### src/sv/dbd_pkg.sv
// Shared types, constants and calendar tables for the days-between-dates block.
// No dependencies; every other file of the block imports this package.
`default_nettype none

package dbd_pkg;

    localparam int DATE_W   = 27;
    localparam int STATUS_W = 2;
    localparam int COUNT_W  = 23;
    localparam int DNUM_W   = 22;

    // Register stages inside one date unit, and in the whole pipeline.
    localparam int UNIT_STAGES = 5;
    localparam int PIPE_DEPTH  = UNIT_STAGES + 1;

    // Exact reciprocals: floor(x / 625) for x < 2**23 and floor(x / 25) for x < 2**12.
    localparam logic [23:0] RECIP_625  = 24'd13743896;
    localparam logic [15:0] RECIP_25   = 16'd41944;
    localparam logic [9:0]  DIV_625    = 10'd625;
    localparam logic [6:0]  CENTURY    = 7'd100;
    localparam logic [8:0]  YEAR_DAYS  = 9'd365;
    localparam logic [4:0]  LEAP_FEB   = 5'd29;
    localparam logic [3:0]  FEBRUARY   = 4'd2;
    localparam logic [3:0]  LAST_MONTH = 4'd12;
    localparam logic [4:0]  LAST_DAY   = 5'd31;

    typedef enum logic [STATUS_W-1:0] {
        ST_VALID,
        ST_BAD_DAY,
        ST_BAD_MONTH,
        ST_BAD_YEAR
    } date_status_t;

    typedef logic [UNIT_STAGES-1:0] stage_en_t;

    typedef struct packed {
        date_status_t        status;
        logic [DNUM_W-1:0]   day_num;
    } date_res_t;

    function automatic logic [4:0] month_length(input logic [3:0] m);
        logic [4:0] len;
        unique case (m)
            4'd1, 4'd3, 4'd5, 4'd7, 4'd8, 4'd10, 4'd12: len = 5'd31;
            4'd4, 4'd6, 4'd9, 4'd11:                    len = 5'd30;
            4'd2:                                       len = 5'd28;
            default:                                    len = 5'd0;
        endcase
        return len;
    endfunction

    function automatic logic [8:0] days_before_month(input logic [3:0] m);
        logic [8:0] days;
        unique case (m)
            4'd2:    days = 9'd31;
            4'd3:    days = 9'd59;
            4'd4:    days = 9'd90;
            4'd5:    days = 9'd120;
            4'd6:    days = 9'd151;
            4'd7:    days = 9'd181;
            4'd8:    days = 9'd212;
            4'd9:    days = 9'd243;
            4'd10:   days = 9'd273;
            4'd11:   days = 9'd304;
            4'd12:   days = 9'd334;
            default: days = 9'd0;
        endcase
        return days;
    endfunction

endpackage

`default_nettype wire

### src/sv/dbd_date_unit.sv
// Five-stage datapath for one date: decimal split, validation and day number.
// Depends on dbd_pkg; stage enables come from the pipeline control in the top level.
`default_nettype none

module dbd_date_unit
    import dbd_pkg::*;
(
    input  logic              clk,
    input  stage_en_t         en,
    input  logic [DATE_W-1:0] packed_date,
    output date_res_t         res
);

    // Stage A: the packed value is 16*x + low, and x / 625 gives value / 10000.
    logic [22:0] a_x_reg;
    logic [3:0]  a_low_reg;
    logic [46:0] a_prod_reg;

    always_ff @(posedge clk)
    begin
        if (en[0])
        begin
            a_x_reg    <= packed_date[DATE_W-1:4];
            a_low_reg  <= packed_date[3:0];
            a_prod_reg <= 47'(packed_date[DATE_W-1:4]) * 47'(RECIP_625);
        end
    end

    // Stage B: quotient by 10000 and the year; year = 16 * (x mod 625) + low.
    logic [13:0] b_quot;
    logic [22:0] b_rem_wide;
    logic [13:0] b_quot_reg;
    logic [13:0] b_year_reg;

    always_comb
    begin
        b_quot     = a_prod_reg[46:33];
        b_rem_wide = a_x_reg - 23'(b_quot) * 23'(DIV_625);
    end

    always_ff @(posedge clk)
    begin
        if (en[1])
        begin
            b_quot_reg <= b_quot;
            b_year_reg <= {b_rem_wide[9:0], a_low_reg};
        end
    end

    // Stage C: the three divisions by 100 are started as (v / 4) / 25.
    logic [13:0] c_prev;
    logic [27:0] c_day_prod_reg;
    logic [27:0] c_y100_prod_reg;
    logic [27:0] c_p100_prod_reg;
    logic [13:0] c_quot_reg;
    logic [13:0] c_year_reg;
    logic [13:0] c_prev_reg;

    always_comb
    begin
        c_prev = b_year_reg - 14'd1;
    end

    always_ff @(posedge clk)
    begin
        if (en[2])
        begin
            c_day_prod_reg  <= 28'(b_quot_reg[13:2]) * 28'(RECIP_25);
            c_y100_prod_reg <= 28'(b_year_reg[13:2]) * 28'(RECIP_25);
            c_p100_prod_reg <= 28'(c_prev[13:2]) * 28'(RECIP_25);
            c_quot_reg      <= b_quot_reg;
            c_year_reg      <= b_year_reg;
            c_prev_reg      <= c_prev;
        end
    end

    // Stage D: day, month, leap year and the status of the date.
    logic [7:0]   d_day;
    logic [13:0]  d_month_wide;
    logic [6:0]   d_month;
    logic [7:0]   d_y100;
    logic [13:0]  d_rem100;
    logic         d_leap;
    logic [4:0]   d_limit;
    date_status_t d_status;
    date_status_t d_status_reg;
    logic [4:0]   d_day_reg;
    logic [3:0]   d_month_reg;
    logic         d_leap_reg;
    logic [13:0]  d_prev_reg;
    logic [7:0]   d_p100_reg;

    always_comb
    begin
        d_day        = c_day_prod_reg[27:20];
        d_month_wide = c_quot_reg - 14'(d_day) * 14'(CENTURY);
        d_month      = d_month_wide[6:0];
        d_y100       = c_y100_prod_reg[27:20];
        d_rem100     = c_year_reg - 14'(d_y100) * 14'(CENTURY);
        // Century years are leap only when the century count is a multiple of four.
        d_leap       = (d_rem100 == 14'd0) ? (d_y100[1:0] == 2'd0) : (c_year_reg[1:0] == 2'd0);
        d_limit      = month_length(d_month[3:0]);
        if ((d_month[3:0] == FEBRUARY) && d_leap)
        begin
            d_limit = LEAP_FEB;
        end
        priority if ((d_day == 8'd0) || (d_day > 8'(LAST_DAY)))
        begin
            d_status = ST_BAD_DAY;
        end
        else if ((d_month == 7'd0) || (d_month > 7'(LAST_MONTH)))
        begin
            d_status = ST_BAD_MONTH;
        end
        else if (c_year_reg == 14'd0)
        begin
            d_status = ST_BAD_YEAR;
        end
        else if (d_day[4:0] > d_limit)
        begin
            d_status = ST_BAD_DAY;
        end
        else
        begin
            d_status = ST_VALID;
        end
    end

    always_ff @(posedge clk)
    begin
        if (en[3])
        begin
            d_status_reg <= d_status;
            d_day_reg    <= d_day[4:0];
            d_month_reg  <= d_month[3:0];
            d_leap_reg   <= d_leap;
            d_prev_reg   <= c_prev_reg;
            d_p100_reg   <= c_p100_prod_reg[27:20];
        end
    end

    // Stage E: day number, counted from 1 January of year 1 as day 1.
    logic [DNUM_W-1:0] e_day_num;
    logic              e_leap_day;
    date_res_t         e_res_reg;

    always_comb
    begin
        e_leap_day = d_leap_reg && (d_month_reg > FEBRUARY);
        e_day_num  = DNUM_W'(d_prev_reg) * DNUM_W'(YEAR_DAYS)
                   + DNUM_W'(d_prev_reg[13:2])
                   - DNUM_W'(d_p100_reg)
                   + DNUM_W'(d_p100_reg[7:2])
                   + DNUM_W'(days_before_month(d_month_reg))
                   + DNUM_W'(e_leap_day)
                   + DNUM_W'(d_day_reg);
    end

    always_ff @(posedge clk)
    begin
        if (en[4])
        begin
            e_res_reg.status  <= d_status_reg;
            e_res_reg.day_num <= e_day_num;
        end
    end

    assign res = e_res_reg;

endmodule

`default_nettype wire
### config.mk
export PLATFORM = sky130hd
export DESIGN_NAME = dbd_date_unit
export DESIGN_NICKNAME = d
export VERILOG_FILES = /design/src/sv/dbd_pkg.sv /design/src/sv/dbd_date_unit.sv
export SDC_FILE = /design/constraint.sdc
export NUM_CORES = 2
export LEC_CHECK = 0
export BUFFER_PORTS_ARGS = -buffer_cell sky130_fd_sc_hd__buf_2
export CAP_MARGIN = 20
export CORE_MARGIN = 2
export CORE_UTILIZATION = 52
export DETAILED_ROUTE_END_ITERATION = 6
export GPL_TIMING_DRIVEN = 1
export PLACE_DENSITY = 0.8
export SYNTH_ARGS = -nofsm -noshare
export SYNTH_HDL_FRONTEND = slang
export SYNTH_SLANG_ARGS = --single-unit
### constraint.sdc
create_clock -name clk -period 7 [get_ports clk]
set_input_delay 0.7 -clock clk [delete_from_list [all_inputs] [get_ports clk]]
set_output_delay 0.7 -clock clk [all_outputs]
set_load 0.005 [all_outputs]
Word-level counts from Yosys, hierarchy flattened
Memory sizes are Yosys's and may differ from the RTL's. A register that Yosys moved wholly into a read port is not among the register bits.
Index checks and enable logic that the tools add are counted.
- logic and storage cells: 60
- flip-flop bits (word level): 254
- memories: 2
- bits of input ports: 33
- memory bits (read-only): 224
- memory list (name ; depth ; bits a word ; read ports ; clocked after Yosys merged registers in ; wr ports ; RTL line ; RTL):
    (name not given) ; 16 ; 9 ; 1 ; 1 ; 0 ; dbd_pkg.sv:54 ; unique case (m)
    (name not given) ; 16 ; 5 ; 1 ; 0 ; 0 ; dbd_pkg.sv:43 ; unique case (m)
- reductions and logical operators: 10
- mux-type cells: 6
- magnitude comparators: 4
- equal/unequal tests: 1
- $add $sub $neg: 10
- multiply operators: 8
- operators by type and width (kind ; number):
    multiplier 12 x 13 -> 25 bit, second input constant ; 3
    multiplier 23 x 21 -> 44 bit, second input constant ; 1
    zero test 14 bit ; 2
    adder 22 x 1 -> 22 bit ; 1
    adder 22 x 12 -> 22 bit ; 1
    adder 22 x 5 -> 22 bit ; 1
    adder 22 x 6 -> 22 bit ; 1
    adder 22 x 9 -> 22 bit ; 1
    multiplier 14 x 9 -> 22 bit, second input constant ; 1
    subtractor 22 x 8 -> 22 bit ; 1
    multiplier 14 x 10 -> 10 bit, second input constant ; 1
    subtractor 14 x 1 -> 14 bit, second input constant ; 1
    subtractor 14 bit ; 1
    multiplier 8 x 5 -> 12 bit, second input constant ; 1
    subtractor 10 bit ; 1
    > comparator 8 x 5 -> 1 bit, second input constant ; 1
    zero test 8 bit ; 1
    multiplier 8 x 5 -> 5 bit, second input constant ; 1
    > comparator 7 x 4 -> 1 bit, second input constant ; 1
    zero test 7 bit ; 1
    subtractor 7 bit ; 1
    > comparator 5 bit ; 1
    two-way mux 5 bit ; 1
    == test 4 x 2 -> 1 bit, second input constant ; 1
    7 further kinds ; 12

Longest topological paths before layout
- depth after elaboration: 10
- depth in mapped cells: 28

Worst setup path after synthesis
OpenSTA, ideal clock, no wires.
- path kind: flip-flop to flip-flop
- start: register b_year_reg[3]
- end: register c_p100_prod_reg[26], data pin
- cell stages (with the launch flop): 24
- period minus slack after synthesis: 6552 ps
- arrival time: 6293 ps
- data required time: 6741 ps
- path buffers: 0
- setup time: 259 ps
- setup slack: 448 ps
- path through: edfxtp_1 inv_1 ha_1 nand2_1 nor3_1 nand2b_1 nand3_1 or3_1 xnor2_1 fa_1 fa_1 fa_1 inv_1 fa_1 fa_1 ha_1 a21o_1 a21o_1 o21ai_0 o21ai_0 or4_1 nand3_1 a21boi_0 o31a_1
- word-level cells in the longest chain between the ends: 2
- RTL lines (item ; RTL line ; RTL):
    from (decl) ; dbd_date_unit.sv:33 ; logic [13:0] b_year_reg;
    from (signal assigned) ; dbd_date_unit.sv:46 ; b_year_reg <= {b_rem_wide[9:0], a_low_reg};
    subtractor 14 x 1 -> 14 bit ; dbd_date_unit.sv:61 ; c_prev = b_year_reg - 14'd1;
    named net c_prev[12] ; dbd_date_unit.sv:51 ; logic [13:0] c_prev;
    multiplier 12 x 13 -> 25 bit ; dbd_date_unit.sv:70 ; c_p100_prod_reg <= 28'(c_prev[13:2]) * 28'(RECIP_25);
    to (signal assigned) ; dbd_date_unit.sv:70 ;
    to (decl) ; dbd_date_unit.sv:54 ; logic [27:0] c_p100_prod_reg;
The timed path passes the listed nets, and every way through them passes these cells.
A chain may end at the register's enable or synchronous reset.

Final worst setup path
- start: register b_year_reg[0]
- end: register c_p100_prod_reg[26], data pin
Same word-level chain as after synthesis.

==> run_results.csv <==
group,metric,value,unit
global_route,grt_pass1_wl,100000,um
synthesis,syn_area,28600,um2
worst_setup_path,worstPathArrival,6.88,ns
place,numPortBuffers,56,
detailed_routing,ant_nets,0,
outcome,status,"completed",
place,place_hpwl,53900,um
detailed_routing,drt-total-wl,60900,um
synthesis,async_flop_share,0,%
synthesis,synth_warnings,0,
global_route,grt_use_total,22.5,%
run,maxCapViolCount,0,
worst_setup_path,worstSetupStartpointType,"flop",
clock_network,cts_tree,"yes",
global_route,grt_start_max_net_pins,60,
die,core,54000,um2
timing,drv_slew,0,
cells_and_area,drive_gt1_share,4.99,%
worst_setup_path,path_class,"flop to flop",
synthesis,synth_edf_count,173,
cells_and_area,area_growth,6.90,%
cells_and_area,largest_register_ff_count,24,
worst_setup_path,r2r_start,"b_year_reg[0]",
worst_setup_path,cp_max_fo,5,
timing,hold_viol_final,0,
global_route,first_global_vias,20114,
cells_and_area,final_cell_mix,"714 x inv_1, 631 x ha_1, 434 x fa_1",
clock_network,cts_max_level,4,
clock_network,insertion_delay,0.46,ns
worst_setup_path,endpoint_kind,"flop",
place,place_congestion,0.947,
timing,fin_skew,0.0172,ns
cells_and_area,final_common_cell,"inv_1",
clock_network,cts_root_buf,"clkbuf_16",
synthesis,synth_cell_types,65,
detailed_routing,drt-vias-per-instance,5.33,
synthesis,synthCells,2580,
clock_network,clk_pin_slew,0.08,ns
die,die_w,238,um
global_route,overflow,0,
timing,whs,0.406,ns
clock_network,numClockSinks,182,
detailed_routing,drtPass1Iterations,5,
global_route,antenna_found_initial,0,
die,start_util,52.9,%
synthesis,synth_seq_cells,182,
clock_network,ctsLongestPathBuffers,2,
clock_network,hold_buffers,0,
worst_hold_path,hp-start,"c_prev_reg[8]",
die,rows,85,
cells_and_area,fin_cells,3384,
detailed_routing,via_count,18045,
cells_and_area,fin_nets,3775,
timing,fin_crit,6.67,ns
worst_setup_path,required,7.21,ns
die,io_pins,57,
synthesis,synth_fp_nets,3679,
die,die_area,56800,um2
timing,setup_viol,0,
timing,period_share,95.2,%
synthesis,syn_area_per_cell,11.1,um2
timing,worst_pin_slew,1.02,ns
cells_and_area,stdcell_area,30500,um2
synthesis,dominantRegCellSynth,"edfxtp_1",
timing,timing.slew.headroom,31.6,%
timing,fmax,0.150,GHz
detailed_routing,first_iter_violations,954,
worst_hold_path,min_path_type,"flop to flop",
place,dpl_cell_area,29900,um2
synthesis,ys_seq_area_share,18.8,%
place,dp_cells,3350,
detailed_routing,drc,0,
worst_setup_path,crit_path_start,"b_year_reg[0]",
cells_and_area,antenna_cells,0,
clock_network,cts_inserted_buffers,17,
detailed_routing,wire_per_inst,18.0,um
die,dieHeight,238,um
==> synth_stat cells (18+ instances only) <==
master    instances  share of area [%]
inv_1           714                9.4
ha_1            632                 28
fa_1            434                 30
edfxtp_1        173                 18
xnor2_1          77                2.4
nor2_1           64               0.84
a21oi_1          61                1.1
nand2_1          54               0.71
o21ai_0          50               0.88
nor3_1           32               0.56
a21o_1           28               0.74
xor2_1           24               0.74
a211oi_1         18               0.47
nand3_1          18               0.32
==> final cells by class <==
type                       count  area, um2
clock buffer                  17        425
clock inverter                14        160
fill                        4386      23500
inverter                     715       2680
multi-input combinational   1680      20600
sequential                   182       5380
tap                          696        871
timing repair buffer          80        460
==> kinds of logic (layout without fill, tap and decap cells) <==
| group | count (synthesis) | count (layout) | share of synthesized area (%) |
|---|---|---|---|
| AOI/OAI and AO/OA | 254 | 254 | 5.90 |
| buffers and inverters | 718 | 826 | 9.44 |
| muxes | 7 | 7 | 0.250 |
| and+or+nand+nor | 252 | 252 | 4.39 |
| xor gates and xnor gates | 101 | 101 | 3.10 |
| adders and majority gates | 1066 | 1066 | 58.1 |
| DFF | 182 | 182 | 18.8 |
==> per-layer routing <==
| metal | global-route usage, % | routed length, um |
|---|---|---|
| met2 | 40.9 | 31500 |
| met5 | 0 | 0 |
| met1 | 27.9 | 25700 |
| met4 | 6.74 | 1620 |
| met3 | 3.00 | 2070 |
==> worst max-delay path: stages, from the launching register on <==
cell and delay (ns):
edfxtp_1 0.43, inv_1 0.10, ha_1 0.19, nand2_1 0.10, nor3_2 0.21, nand2b_1 0.15
nand3_1 0.14, or3_4 0.39, xnor2_4 0.27, buf_4 0.16, fa_1 0.45, fa_1 0.41
fa_1 0.51, inv_1 0.05, fa_1 0.46, fa_1 0.38, ha_1 0.37, a21o_1 0.17
a21o_1 0.18, o21ai_0 0.15, o21ai_1 0.12, or4_1 0.47, nand3_2 0.15, a21boi_0 0.14
o31a_1 0.26
==> through the flow <==
stage	setup WS (ns)	setup TNS [ns]	util (%)
global placement	0.369	0	55.3
CTS	0.0256	0	56.4
floorplan	0.448	0	-
detailed placement	0.0919	0	55.3
global route	-0.0110	-0.0110	56.5
finish	0.334	0	56.5
==> worst paths after layout <==
check / slack (ns) / cells past startpoint / to
worst min-delay path: 0.41 / 0 / d_prev_reg[8]
worst max-delay path: 0.33 / 24 / c_p100_prod_reg[26]
worst max register to register: 0.33 / 24 / c_p100_prod_reg[26]
worst min register to register: 0.41 / 0 / d_prev_reg[8]
==> repair_timing <==
| item | 4_1_cts | 5_1_grt |
|---|---|---|
| resized for setup | 0 | 10 |
| buffers inserted | 0 | 3 |
| setup endpoints to repair | 0 | 5 |
Power is left out: the tool's default activity adds up to more than one toggle a clock period on the data nets, which glitch-free logic cannot reach.
